==> config.mk <==
export PLATFORM = sky130hd
export DESIGN_NAME = adsr_envelope_generator_core
export DESIGN_NICKNAME = d
export VERILOG_FILES = /design/src/sv/adsr_pkg.sv /design/src/sv/adsr_envelope_generator_core.sv
export SDC_FILE = /design/constraint.sdc
export NUM_CORES = 1
export LEC_CHECK = 0
export BUFFER_PORTS_ARGS = -buffer_cell sky130_fd_sc_hd__buf_2
export CAP_MARGIN = 20
export CELL_PAD_IN_SITES_DETAIL_PLACEMENT = 0
export CELL_PAD_IN_SITES_GLOBAL_PLACEMENT = 1
export CORE_ASPECT_RATIO = 2
export CORE_UTILIZATION = 35
export CTS_CLUSTER_DIAMETER = 200
export CTS_CLUSTER_SIZE = 16
export DETAILED_ROUTE_END_ITERATION = 6
export PLACE_DENSITY_LB_ADDON = 0.1
export SETUP_SLACK_MARGIN = 0.05
export SLEW_MARGIN = 20
export SYNTH_ARGS = -nofsm -noshare
export SYNTH_HDL_FRONTEND = slang
export SYNTH_SLANG_ARGS = --single-unit
export TNS_END_PERCENT = 10
==> constraint.sdc <==
create_clock -name clk -period 21.4 [get_ports clk]
set_clock_uncertainty 0.15 [all_clocks]
set_input_delay 2.14 -clock clk [delete_from_list [all_inputs] [get_ports clk]]
set_output_delay 2.14 -clock clk [all_outputs]
set_load 0.03 [all_outputs]
==> src/sv/adsr_pkg.sv <==
package adsr_pkg;

    typedef enum logic [2:0] {
        PH_IDLE    = 3'd0,
        PH_ATTACK  = 3'd1,
        PH_DECAY   = 3'd2,
        PH_SUSTAIN = 3'd3,
        PH_RELEASE = 3'd4
    } phase_t;

    typedef enum logic [1:0] {
        SEQ_IDLE,
        SEQ_EVAL,
        SEQ_DIV,
        SEQ_OUT
    } seq_state_t;

    localparam int CFG_INDEX_W = 3;

    localparam logic [CFG_INDEX_W-1:0] REG_ATTACK_STEP     = 3'd0;
    localparam logic [CFG_INDEX_W-1:0] REG_DECAY_STEP      = 3'd1;
    localparam logic [CFG_INDEX_W-1:0] REG_DECAY_ENABLE    = 3'd2;
    localparam logic [CFG_INDEX_W-1:0] REG_SUSTAIN_LEVEL   = 3'd3;
    localparam logic [CFG_INDEX_W-1:0] REG_RELEASE_SAMPLES = 3'd4;

    localparam int STEP_W      = 24;
    localparam int LEVEL_OUT_W = 24;
    localparam int PHASE_W     = 3;

endpackage

==> src/sv/adsr_envelope_generator_core.sv <==
// Linear ADSR envelope, one gate word in and one level/phase word out per audio sample.
// Level is unsigned fixed point with FRAC_BITS fraction bits (unity = 1 << FRAC_BITS), and
// the level port shows its low 24 bits. The block takes one word at a time: after the input
// handshake it evaluates the sample, then holds the result until the output handshake. The
// sample on which the gate falls from attack, decay or sustain with a nonzero release_samples
// also computes the release step (level / release_samples) with a restoring divide, one
// quotient bit per cycle through the shared add/subtract unit. Configuration registers are
// written through cfg_we/cfg_index/cfg_data; the user must write them only while the block
// is idle, as the block does not enforce it. Indexes past the last register are ignored.
module adsr_envelope_generator_core
    import adsr_pkg::*;
#(
    parameter int FRAC_BITS  = 23,
    parameter int COUNT_BITS = 24
)
(
    input  logic                                                 clk,
    input  logic                                                 rst_n,
    input  logic                                                 cfg_we,
    input  logic [CFG_INDEX_W-1:0]                               cfg_index,
    input  logic [((COUNT_BITS > STEP_W) ? COUNT_BITS : STEP_W)-1:0] cfg_data,
    input  logic                                                 in_valid,
    output logic                                                 in_ready,
    input  logic                                                 gate,
    output logic                                                 out_valid,
    input  logic                                                 out_ready,
    output logic [LEVEL_OUT_W-1:0]                               level,
    output logic [PHASE_W-1:0]                                   phase
);

    localparam int LW    = FRAC_BITS + 1;
    localparam int SW    = (LW > STEP_W) ? LW : STEP_W;
    localparam int UW    = ((SW > COUNT_BITS + 1) ? SW : COUNT_BITS + 1) + 1;
    localparam int CNT_W = $clog2(LW);

    localparam logic [SW-1:0] ONE_W = {{(SW-1){1'b0}}, 1'b1} << FRAC_BITS;
    localparam logic [UW-1:0] ONE_U = {{(UW-1){1'b0}}, 1'b1} << FRAC_BITS;

    logic [STEP_W-1:0]     attack_step_reg;
    logic [STEP_W-1:0]     decay_step_reg;
    logic                  decay_enable_reg;
    logic [STEP_W-1:0]     sustain_level_reg;
    logic [COUNT_BITS-1:0] release_samples_reg;

    seq_state_t            seq_reg, seq_next;
    phase_t                phase_reg, phase_next;
    logic [LW-1:0]         level_reg, level_next;
    logic [LW-1:0]         rel_step_reg, rel_step_next;
    logic                  gate_reg, gate_next;
    logic [LW-1:0]         quot_reg, quot_next;
    logic [COUNT_BITS-1:0] rem_reg, rem_next;
    logic [CNT_W-1:0]      cnt_reg, cnt_next;

    logic [UW-1:0]         alu_a;
    logic [UW-1:0]         alu_b;
    logic                  alu_sub;
    logic [UW-1:0]         alu_res;

    logic [SW-1:0]         sus_w;
    logic [LW-1:0]         sus;
    logic [COUNT_BITS:0]   trial;
    logic [LW-1:0]         quot_shift;
    logic [SW-1:0]         level_w;

    always_ff @(posedge clk or negedge rst_n)
    begin
        if (!rst_n)
        begin
            attack_step_reg     <= STEP_W'(ONE_W);
            decay_step_reg      <= '0;
            decay_enable_reg    <= 1'b0;
            sustain_level_reg   <= STEP_W'(ONE_W);
            release_samples_reg <= COUNT_BITS'(2205);
        end
        else if (cfg_we)
        begin
            case (cfg_index)
                REG_ATTACK_STEP:     attack_step_reg     <= cfg_data[STEP_W-1:0];
                REG_DECAY_STEP:      decay_step_reg      <= cfg_data[STEP_W-1:0];
                REG_DECAY_ENABLE:    decay_enable_reg    <= cfg_data[0];
                REG_SUSTAIN_LEVEL:   sustain_level_reg   <= cfg_data[STEP_W-1:0];
                REG_RELEASE_SAMPLES: release_samples_reg <= cfg_data[COUNT_BITS-1:0];
                default:             ;
            endcase
        end
    end

    always_ff @(posedge clk or negedge rst_n)
    begin
        if (!rst_n)
        begin
            seq_reg      <= SEQ_IDLE;
            phase_reg    <= PH_IDLE;
            level_reg    <= '0;
            rel_step_reg <= '0;
        end
        else
        begin
            seq_reg      <= seq_next;
            phase_reg    <= phase_next;
            level_reg    <= level_next;
            rel_step_reg <= rel_step_next;
        end
    end

    always_ff @(posedge clk)
    begin
        gate_reg <= gate_next;
        quot_reg <= quot_next;
        rem_reg  <= rem_next;
        cnt_reg  <= cnt_next;
    end

    // shared add/subtract unit
    assign alu_res = alu_sub ? (alu_a - alu_b) : (alu_a + alu_b);

    assign sus_w = (SW'(sustain_level_reg) > ONE_W) ? ONE_W : SW'(sustain_level_reg);
    assign sus   = sus_w[LW-1:0];
    assign trial = {rem_reg, quot_reg[LW-1]};

    always_comb
    begin
        seq_next      = seq_reg;
        phase_next    = phase_reg;
        level_next    = level_reg;
        rel_step_next = rel_step_reg;
        gate_next     = gate_reg;
        quot_next     = quot_reg;
        rem_next      = rem_reg;
        cnt_next      = cnt_reg;
        alu_a         = '0;
        alu_b         = '0;
        alu_sub       = 1'b0;
        quot_shift    = '0;

        case (seq_reg)
            SEQ_IDLE:
            begin
                if (in_valid)
                begin
                    gate_next = gate;
                    seq_next  = SEQ_EVAL;
                end
            end

            SEQ_EVAL:
            begin
                seq_next = SEQ_OUT;
                if (gate_reg)
                begin
                    case (phase_reg)
                        PH_ATTACK:
                        begin
                            alu_a   = UW'(level_reg);
                            alu_b   = UW'(attack_step_reg);
                            alu_sub = 1'b0;
                            if (alu_res >= ONE_U)
                            begin
                                level_next = ONE_W[LW-1:0];
                                phase_next = decay_enable_reg ? PH_DECAY : PH_SUSTAIN;
                            end
                            else
                            begin
                                level_next = alu_res[LW-1:0];
                            end
                        end
                        PH_DECAY:
                        begin
                            alu_a   = UW'(level_reg);
                            alu_b   = UW'(decay_step_reg);
                            alu_sub = 1'b1;
                            if ($signed(alu_res) <= $signed(UW'(sus)))
                            begin
                                level_next = sus;
                                phase_next = PH_SUSTAIN;
                            end
                            else
                            begin
                                level_next = alu_res[LW-1:0];
                            end
                        end
                        PH_SUSTAIN:
                        begin
                            level_next = sus;
                        end
                        default:
                        begin
                            phase_next = PH_ATTACK;
                            level_next = '0;
                        end
                    endcase
                end
                else
                begin
                    case (phase_reg)
                        PH_ATTACK, PH_DECAY, PH_SUSTAIN:
                        begin
                            phase_next = PH_RELEASE;
                            if (release_samples_reg != '0)
                            begin
                                quot_next = level_reg;
                                rem_next  = '0;
                                cnt_next  = CNT_W'(LW - 1);
                                seq_next  = SEQ_DIV;
                            end
                            else
                            begin
                                rel_step_next = level_reg;
                            end
                        end
                        PH_RELEASE:
                        begin
                            alu_a   = UW'(level_reg);
                            alu_b   = UW'(rel_step_reg);
                            alu_sub = 1'b1;
                            if (alu_res[UW-1] || (alu_res == '0))
                            begin
                                if ((rel_step_reg != '0) || (level_reg == '0))
                                begin
                                    level_next = '0;
                                    phase_next = PH_IDLE;
                                end
                            end
                            else
                            begin
                                level_next = alu_res[LW-1:0];
                            end
                        end
                        default:
                        begin
                            phase_next = PH_IDLE;
                            level_next = '0;
                        end
                    endcase
                end
            end

            SEQ_DIV:
            begin
                // one restoring divide step per cycle
                alu_a   = UW'(trial);
                alu_b   = UW'(release_samples_reg);
                alu_sub = 1'b1;
                if (!alu_res[UW-1])
                begin
                    rem_next   = alu_res[COUNT_BITS-1:0];
                    quot_shift = {quot_reg[LW-2:0], 1'b1};
                end
                else
                begin
                    rem_next   = trial[COUNT_BITS-1:0];
                    quot_shift = {quot_reg[LW-2:0], 1'b0};
                end
                quot_next = quot_shift;
                if (cnt_reg == '0)
                begin
                    rel_step_next = quot_shift;
                    seq_next      = SEQ_OUT;
                end
                else
                begin
                    cnt_next = cnt_reg - 1'b1;
                end
            end

            SEQ_OUT:
            begin
                if (out_ready)
                begin
                    seq_next = SEQ_IDLE;
                end
            end

            default:
            begin
                seq_next = SEQ_IDLE;
            end
        endcase
    end

    assign in_ready  = (seq_reg == SEQ_IDLE);
    assign out_valid = (seq_reg == SEQ_OUT);
    assign level_w   = SW'(level_reg);
    assign level     = level_w[LEVEL_OUT_W-1:0];
    assign phase     = phase_reg;

endmodule

# Word level (Yosys, flattened, before mapping)
# Index checks and enable logic that the tools add are counted.
[word_totals]
regBits = 204
latchBits = 0
mem_bits_rw = 0
rom_bits = 0
inputBits = 33
word_cells = 125
mem_count = 0
[classes]
addsub = 3
n_mul = 0
div_mod_pow = 0
magnitude_cmp = 3
eq_ne = 26
n_shift = 0
n_mux = 56
n_bitwise = 0
reduce_logical = 24
[op_table]
columns = ["operator", "count"]
rows = [
  ["two-way mux 24 bit", 20],
  ["one-hot mux 24 bit (2 select lines)", 5],
  ["one-hot mux 26 bit (2 select lines)", 2],
  ["two-way mux 26 bit", 3],
  ["one-hot mux 24 bit (3 select lines)", 1],
  ["nonzero test 24 bit", 2],
  ["adder 26 bit", 1],
  ["greater-or-equal comparator 26 x 24 -> 1 bit, second input constant", 1],
  ["<= comparator 26 x 25 -> 1 bit", 1],
  ["zero test 26 bit", 1],
  ["subtractor 26 bit", 1],
  ["greater-than comparator 24 bit, second input constant", 1],
  ["zero test 24 bit", 1],
  ["two-way mux 5 bit", 4],
  ["!= test 2 bit, second input constant", 8],
  ["two-way mux 3 bit", 5],
  ["equality test 3 x 2 -> 1 bit, second input constant", 4],
  ["!= test 3 bit, second input constant", 4],
  ["AND reduction 2 bit", 6],
  ["one-hot mux 5 bit (2 select lines)", 1],
  ["AND reduction 5 bit", 2],
  ["one-hot mux 3 bit (3 select lines)", 1],
  ["two-way mux 1 bit", 8],
  ["one-hot mux 2 bit (4 select lines)", 1],
  ["20 further kinds", 28],
]

# Longest topological paths before layout
# Gate-level depths: netlist (run 1).
[logic_depth]
word_depth = 12
ltp_mapped = 35

# Worst setup path after synthesis (run 1)
# OpenSTA, ideal clock, no wires.
[synth_timing]
path_kind = "register to register"
from = "reg seq_reg[0]"
to = "reg level_reg[3], in the netlist level[3]"
setup_ps = 104
arrival_ps = 6987
slack_ps = 14160
path_stages_with_launch = 32
path_buffers = 5
path_cell_list = "dfrtp_1 inv_1 ha_1 and2_1 clkbuf_1 clkbuf_1 clkbuf_1 a21oi_1 clkbuf_1 o31ai_1 xor2_1 ha_1 a21oi_1 and3b_1 or3_1 a211oi_1 or3_1 o2111ai_1 ha_1 nand3_1 nor3_1 o2111ai_1 o221ai_1 o21ai_0 nor3_1 o21ai_0 a311o_1 a211oi_2 clkbuf_1 nand4_1 o31a_1 a221oi_1"
[synth_between]
elab_chain_len = 9
word_cells_on_any_way = 20
[synth_lines]
columns = ["element", "line", "source"]
rows = [
  ["from (decl)", "adsr_envelope_generator_core.sv:45", "seq_state_t seq_reg, seq_next;"],
  ["from (signal assigned)", "adsr_envelope_generator_core.sv:99", "seq_reg <= seq_next;"],
  ["parallel branches: the longest is 9 deep, another holds adder 26 bit", "--", ""],
  ["to (signal assigned)", "adsr_envelope_generator_core.sv:101", "level_reg <= level_next;"],
  ["to (decl)", "adsr_envelope_generator_core.sv:47", "logic [LW-1:0] level_reg, level_next;"],
]
# Parallel ways; which one is timed is not known.
# A chain may end at the register's enable or synchronous reset.

# Worst setup path after layout (run 1)
[layout_timing]
from = "reg seq_reg[0]"
to = "reg level_reg[8], in the netlist level[8]"
# The elaborated chain is that of the path after synthesis.

==> impl_metrics.json, run 1 <==
{
  "root_buffer": "clkbuf_16",
  "worst_pin_slew_ns": 1.07,
  "synth_warnings": 0,
  "max_stage_delay_ns": 0.72,
  "cp_slowest_cell": "a2111oi_0",
  "dp_hpwl_mm": 37.2,
  "portBuffers": 61,
  "finalMaxSlewViolations": 0,
  "io_pins": 62,
  "finalSetupViolations": 0,
  "nNetsFinal": 1393,
  "cts_resized": 0,
  "cp_num_buf_inv": 4,
  "multi_input_area_um2": 7270,
  "syn_nets": 1362,
  "pre_cts_ws_ns": 11.23,
  "post_layout_nonfiller_instances": 1771,
  "fillers": 3696,
  "synthArstFlopShare_pct": 73.5,
  "wire_per_inst_um": 27.4,
  "crit_fanout": 73,
  "hold_buffers": 0,
  "rsz0062_at_grt": "false",
  "synth_flop_cell": "dfrtp_1",
  "grt_overflow": 0,
  "drc": 8,
  "clock_sinks": 204,
  "drt-initial-drc-count": 657,
  "syn_to_final_growth_pct": 9.92,
  "drive_gt1_share_pct": 21.1,
  "dieArea_um2": 38100,
  "fin_crit_ns": 10.27,
  "path_common_cell": "ha_1",
  "synth.avg_cell_area_um2": 10.2,
  "slew_headroom_pct": 27.8,
  "syn-instance-count": 1276,
  "grt_pass1_wl_mm": 72.1,
  "antenna_found_initial": 0,
  "cts_buffer_depth": 3,
  "start_util_pct": 35.6,
  "cts_tree": "done",
  "grt_max_degree": 92,
  "drt-vias-per-instance": 6.04,
  "cts_buffers": 16,
  "gp_congestion": 0.908,
  "timing.final.crit_share_pct": 48.0,
  "ant_nets": 0,
  "hold_path_class": "reg -> reg",
  "die_w_um": 139,
  "first_global_vias": 11000,
  "core_um2": 36700,
  "die_h_um": 275,
  "layout_common_cells": "142 x dfrtp_1, 132 x mux2_2, 88 x nand2_1",
  "insertion_delay_ns": 0.51,
  "cp_data_required_time_ns": 21.65,
  "setup_tns_ns": 0,
  "ys_seq_area_share_pct": 41.2,
  "diodes": 0,
  "register_area_um2": 5390,
  "fin_ws_ns": 11.13,
  "yosysUniqueCellTypes": 86,
  "cp.arrival_ns": 10.53,
  "violations": "DRC",
  "grt_usage_pct": 25.7,
  "num_rows": 99,
  "status": "complete, but fails checks",
  "worstSetupStartpointType": "register",
  "final_common_cell": "dfrtp_1",
  "drt_wl_total_mm": 48.5,
  "cp_top_family": "compound AO/OA/AOI/OAI gates",
  "hold_viol_final": 0,
  "synth_edf_count": 54,
  "firstDrtPassIters": 7,
  "cp-end-kind": "register",
  "fmax_ghz": 0.0974,
  "maxCapViolCount": 0,
  "num_vias": 10700,
  "cts_htree_levels": 1,
  "critical_path_class": "reg -> reg",
  "place_inst": 1743,
  "clkTransAtPathRegs_ns": 0.08,
  "post_cts_buffers": 0,
  "ys_ff_latch": 204,
  "syn_area_um2": 13100
}
==> worst register-to-register path: cells and delay by family, from the launching register on <==
| kind | cells | cell delay [ns] |
|---|---|---|
| AO/OA/AOI/OAI | 12 | 4.07 |
| AND/OR/NAND/NOR | 12 | 3.14 |
| adder cells (fa/ha/maj) | 4 | 1.18 |
| buffers and inverters | 4 | 0.99 |
| flip-flops | 1 | 0.41 |
| XOR/XNOR | 1 | 0.25 |
==> synth_stat cells (27+ instances only) <==
master    instances  share of area, %
inv_1            31              0.89
a21oi_1          75               2.9
edfxtp_1         54                12
nor4_1           30               1.4
nand2_1          88               2.5
dfrtp_1         142                27
nor2_1           60               1.7
a211oi_1         27               1.6
mux2_2          132                11
clkbuf_1         52               1.5
nor2b_1          32               1.5
nand3b_1         47               2.7
o21ai_0          58               2.2
ha_1             52               5.0
==> stage by stage <==
| step | util (%) | hold WS (ns) | cell area (um^2) |
|---|---|---|---|
| floorplan | - | 0.329 | 13100 |
| global placement | 37.8 | 0.339 | 13900 |
| CTS | 39.1 | 0.362 | 14400 |
| finish | 39.1 | 0.358 | 14400 |
| detailed placement | 37.8 | 0.346 | 13900 |
| global route | 39.1 | 0.367 | 14400 |
==> final cells by class <==
type                            count  area share (%)
Clock buffer                       27            3.23
Timing Repair Buffer               87            3.53
Multi-Input combinational cell    964            50.7
Sequential cell                   204            37.5
Inverter                           34           0.889
Tap cell                          454            3.96
Clock inverter                      1           0.209
==> layer usage <==
metal	wire length (um)	GRT usage, %
met3	1440	2.47
met5	0	0
met1	18100	27.5
met4	2640	13.8
met2	26300	49.4
==> path summary, 6_finish.rpt <==
kind | endpoint | from | cells past startpoint | slack [ns]
max in group asynchronous | attack_step_reg[11] | rst_n | 2 | 18.11
worst max-delay path | level[8] | seq_reg[0] | 33 | 11.13
worst max register to register | level[8] | seq_reg[0] | 33 | 11.13
worst min-delay path | decay_step_reg[3] | decay_step_reg[3] | 1 | 0.36
worst min register to register | decay_step_reg[3] | decay_step_reg[3] | 1 | 0.36
min in group asynchronous | decay_step_reg[22] | rst_n | 1 | 1.59
==> cell families (layout without fill, tap and decap cells) <==
| family | after synthesis | count (layout) | share of synthesized area (%) |
|---|---|---|---|
| flip-flops | 204 | 204 | 41.2 |
| multiplexers | 154 | 154 | 13.1 |
| buffers and inverters | 108 | 149 | 3.41 |
| XOR/XNOR | 40 | 40 | 2.74 |
| adder cells (fa/ha/maj) | 53 | 53 | 5.14 |
| AND/OR/NAND/NOR | 386 | 386 | 16.2 |
| AO/OA/AOI/OAI | 331 | 331 | 18.2 |
Power of run 1 is left out: the tool's default activity adds up to more than one toggle a clock period on the data nets, which glitch-free logic cannot reach.
==> inputs of run 2 (changes only) <==
Settings changed: ABC_AREA from default to 1.
Clock period 21.4 ns to 9.7 ns, I/O delays scaled along.
==> impl_metrics.json, run 2 <==
{
  "status": "finished clean",
  "portBuffers": 61,
  "cp_slowest_cell": "xor2_1",
  "post_cts_buffers": 0,
  "grt_max_degree": 89,
  "synth.avg_cell_area_um2": 7.20,
  "num_vias": 12800,
  "worst_pin_slew_ns": 1.16,
  "fillers": 4256,
  "syn_nets": 1985,
  "core_um2": 38500,
  "setup_tns_ns": 0,
  "holdPathStages": 2,
  "rr_endpoint": "phase[2]",
  "finalSetupViolations": 0,
  "gp_congestion": 0.906,
  "syn_to_final_growth_pct": 9.14,
  "ant_nets": 0,
  "clock_sinks": 204,
  "fin_ws_ns": 1.71,
  "syn_area_um2": 13700,
  "first_global_vias": 12700,
  "synth_flop_cell": "dfrtp_1",
  "hold_buffers": 0,
  "drt-vias-per-instance": 5.24,
  "synth_area_leaders": "dfrtp_1 26%, nand2_1 14%, edfxtp_1 12%",
  "fmax_ghz": 0.125,
  "fin_crit_ns": 7.99,
  "maxCapViolCount": 0,
  "post_layout_nonfiller_instances": 2443,
  "drive_gt1_share_pct": 8.53,
  "num_rows": 102,
  "final_common_cell": "nand2_1",
  "critical_path_class": "reg -> reg",
  "reg2reg_depth": 39,
  "slew_headroom_pct": 21.7,
  "layout_common_cells": "514 x nand2_1, 238 x inv_1, 212 x o21ai_0",
  "cp_data_required_time_ns": 9.89,
  "grt_pass1_wl_mm": 83.0,
  "die_h_um": 281,
  "antenna_found_initial": 1,
  "grt_overflow": 0,
  "dp_hpwl_mm": 43.8,
  "hold_viol_final": 0,
  "multi_input_area_um2": 6970,
  "worstReg2RegStart": "phase[1]",
  "max_stage_delay_ns": 0.67,
  "insertion_delay_ns": 0.52,
  "dieArea_um2": 39900,
  "hold_slack_ns": 0.336,
  "grt_usage_pct": 29.0,
  "cts_htree_levels": 1,
  "yosys.area.top_type_share_pct": 26.0,
  "hold_path_class": "reg -> reg",
  "cts_resized": 0,
  "firstDrtPassIters": 5,
  "synth_most_common_cell": "nand2_1",
  "synth_top_area_cell": "dfrtp_1",
  "start_util_pct": 35.5,
  "ys_seq_area_share_pct": 39.4,
  "rsz0062_at_grt": "false",
  "nNetsFinal": 1999,
  "pre_cts_ws_ns": 1.77,
  "timing.final.crit_share_pct": 82.4,
  "place_inst": 2415,
  "yosysUniqueCellTypes": 59,
  "cts_buffer_depth": 3,
  "die_w_um": 142,
  "finalMaxSlewViolations": 0,
  "cp.arrival_ns": 8.18,
  "crit_fanout": 27,
  "clkTransAtPathRegs_ns": 0.09,
  "cp-end-kind": "register",
  "hold_end": "release_samples_reg[9]",
  "synth_warnings": 0,
  "ys_ff_latch": 204,
  "root_buffer": "clkbuf_16",
  "drt-initial-drc-count": 836,
  "drc": 0,
  "synthArstFlopShare_pct": 73.5,
  "drt_wl_total_mm": 56.8,
  "register_area_um2": 5390,
  "worstSetupStartpointType": "register",
  "wire_per_inst_um": 23.3,
  "diodes": 0,
  "path_common_cell": "nand2_1",
  "syn-instance-count": 1899,
  "hold_path.startpoint": "release_samples_reg[9]",
  "synth_top_cells_by_count": "514 x nand2_1, 238 x inv_1, 212 x o21ai_0, 142 x dfrtp_1, 142 x nand3_1",
  "cts_buffers": 16,
  "cts_tree": "done",
  "rrSetupSlack_ns": 1.71,
  "synth_edf_count": 54,
  "io_pins": 62
}
## run 2: cell count changes after synthesis, moves of 63 or more
| cell | change |
|---|---|
| mux2_2 | -130 |
| nand3_1 | +121 |
| inv_1 | +207 |
| o21ai_0 | +154 |
| nor2_1 | +63 |
| nand2_1 | +426 |
## run 2: worst max-delay path, delay by kind of cell (launching register included)
kind | cells | cell delay [ns]
xor gates and xnor gates | 1 | 0.67
buffers and inverters | 6 | 1.23
and+or+nand+nor | 24 | 3.03
AOI/OAI and AO/OA | 6 | 1.45
DFF | 1 | 0.45
adders and majority gates | 2 | 0.78
## run 2: metal layers
layer  global-route usage [%]  part of all wire, %  vias up
met5                        0                    0        -
met1                     29.5                   36     6113
li1                         -                    -     6232
met4                     18.6                  7.1        0
met3                     1.94                  2.9      117
met2                     56.3                   54      338
## run 2: final cells by class
class	instances	area share (%)
Inverter	247	6.25
Clock buffer	28	3.27
Multi-Input combinational cell	1359	46.7
Sequential cell	204	36.1
Timing Repair Buffer	85	3.30
Tap cell	520	4.36
## run 2: cell families (layout without fill, tap and decap cells)
family	count (synthesis)	in the layout	share of synthesized area (%)
and+or+nand+nor	883	883	27.6
AOI/OAI and AO/OA	380	380	15.4
buffers and inverters	336	360	9.83
DFF	204	204	39.4
adders and majority gates	53	53	4.91
xor gates and xnor gates	41	41	2.63
muxes	2	2	0.165
## run 2: metrics by stage
step	area, um^2	utilization (%)
finish	14900	38.7
global route	14900	38.7
CTS	14900	38.7
detailed placement	14400	37.4
global placement	14400	37.4
floorplan	13700	-
## run 2: how the worst max path moves through the flow
stage / start / end / cells after the start
after floorplan: seq_reg[0] / level[13] / 45
after global placement: phase[1] / phase[2] / 39
after detailed placement: phase[1] / phase[2] / 39
after CTS: phase[1] / phase[2] / 39
after global routing: seq_reg[1] / phase[2] / 43
final: phase[1] / phase[2] / 39
Power of run 2 is left out for the same reason.
==> inputs of run 3 (changes only) <==
Clock period 9.7 ns to 6.9 ns, I/O delays scaled along.
==> impl_metrics.json, run 3 (synthesis results as in run 2) <==
{
  "clkTransAtPathRegs_ns": 0.09,
  "insertion_delay_ns": 0.52,
  "cp_slowest_cell": "dfrtp_1",
  "core_um2": 38500,
  "hold_viol_final": 0,
  "cp-end-kind": "register",
  "cp.arrival_ns": 6.62,
  "dieArea_um2": 39900,
  "die_h_um": 281,
  "cp_data_required_time_ns": 7.20,
  "antenna_found_initial": 0,
  "fillers": 4259,
  "portBuffers": 61,
  "max_stage_delay_ns": 0.41,
  "grt_overflow": 0,
  "diodes": 0,
  "path_common_cell": "nand2_1",
  "drc": 0,
  "fin_crit_ns": 6.32,
  "cp_top_family": "simple AND/OR/NAND/NOR gates",
  "syn_to_final_growth_pct": 13.5,
  "fmax_ghz": 0.158,
  "dp_hpwl_mm": 45.2,
  "final_common_cell": "nand2_1",
  "worstSetupStartpointType": "register",
  "grt_max_degree": 72,
  "cts_buffers": 16,
  "start_util_pct": 35.5,
  "cp_num_buf_inv": 9,
  "drt_wl_total_mm": 58.1,
  "maxCapViolCount": 0,
  "io_pins": 62,
  "hold_path_class": "in -> async",
  "grt_usage_pct": 29.5,
  "cts_tree": "done",
  "worst_pin_slew_ns": 1.07,
  "crit_fanout": 18,
  "num_rows": 102,
  "post_layout_nonfiller_instances": 2487,
  "timing.final.crit_share_pct": 91.7,
  "wire_per_inst_um": 23.4,
  "root_buffer": "clkbuf_16",
  "firstDrtPassIters": 5,
  "first_global_vias": 12800,
  "critical_path_class": "reg -> reg",
  "drive_gt1_share_pct": 12.5,
  "hold_buffers": 0,
  "drt-vias-per-instance": 5.20,
  "nNetsFinal": 2044,
  "gp_congestion": 0.948,
  "die_w_um": 142,
  "layout_common_cells": "509 x nand2_1, 234 x inv_1, 208 x o21ai_0",
  "slew_headroom_pct": 28.3,
  "grt_pass1_wl_mm": 84.3,
  "num_vias": 12900,
  "finalSetupViolations": 0,
  "ant_nets": 0,
  "clock_sinks": 204,
  "cts_buffer_depth": 3,
  "place_inst": 2446,
  "cts_htree_levels": 1,
  "finalMaxSlewViolations": 0,
  "status": "finished clean",
  "drt-initial-drc-count": 800
}
==> run 3: final timing paths <==
kind	startpoint	to	slack (ns)	cells past startpoint
worst max-delay path	seq_reg[0]	level[12]	0.58	39
worst min-delay path	rst_n	rel_step_reg[11]	0.01	1
worst max register to register	seq_reg[0]	level[12]	0.58	39
worst min register to register	release_samples_reg[12]	release_samples_reg[12]	0.34	2
max in group asynchronous	rst_n	phase[1]	5.35	2
min in group clk	gate	gate_reg	0.24	1
==> run 3: final cells by class <==
type                    instances  area (um^2)  share of cell area, %
clock buffers                  27          484                   3.12
inverters                     247          938                   6.05
multi-input cells            1359         7160                   46.1
flip-flops and latches        204         5390                   34.7
well taps                     520          651                   4.19
repair buffers                129          888                   5.73
repair inverters                1         7.51                 0.0484
==> run 3: layer usage <==
metal,part of all wire (%),global-route usage [%],vias to the layer above,wire length [um]
met5,0,0,-,0
li1,-,-,6313,-
met2,54,55.9,332,31300
met3,2.9,2.12,124,1700
met1,35,30.3,6167,20300
met4,8.1,21.1,0,4730
==> run 3: metrics by stage <==
stage / area [um^2] / hold slack [ns] / setup TNS, ns / setup slack, ns / util, %
2_1_floorplan: 13700 / 0.244 / 0 / 1.03 / -
3_3_place_gp: 14700 / 0.316 / 0 / 0.0574 / 38.1
3_5_place_dp: 14700 / 0.323 / 0 / 0.0998 / 38.1
4_1_cts: 15200 / 0.0380 / 0 / 0.0826 / 39.4
5_1_grt: 15500 / 0.0585 / -0.0677 / -0.0241 / 40.3
6_report: 15500 / 0.0114 / 0 / 0.576 / 40.3
==> run 3: what timing repair did <==
action | 4_1_cts | 5_1_grt
endpoints found under the setup margin | 1 | 27
buffers inserted | 0 | 13
resized for setup | 1 | 48
hold endpoints to repair | 0 | 0
gates cloned | 0 | 1
pin swaps | 0 | 10
Power of run 3 is left out for the same reason.
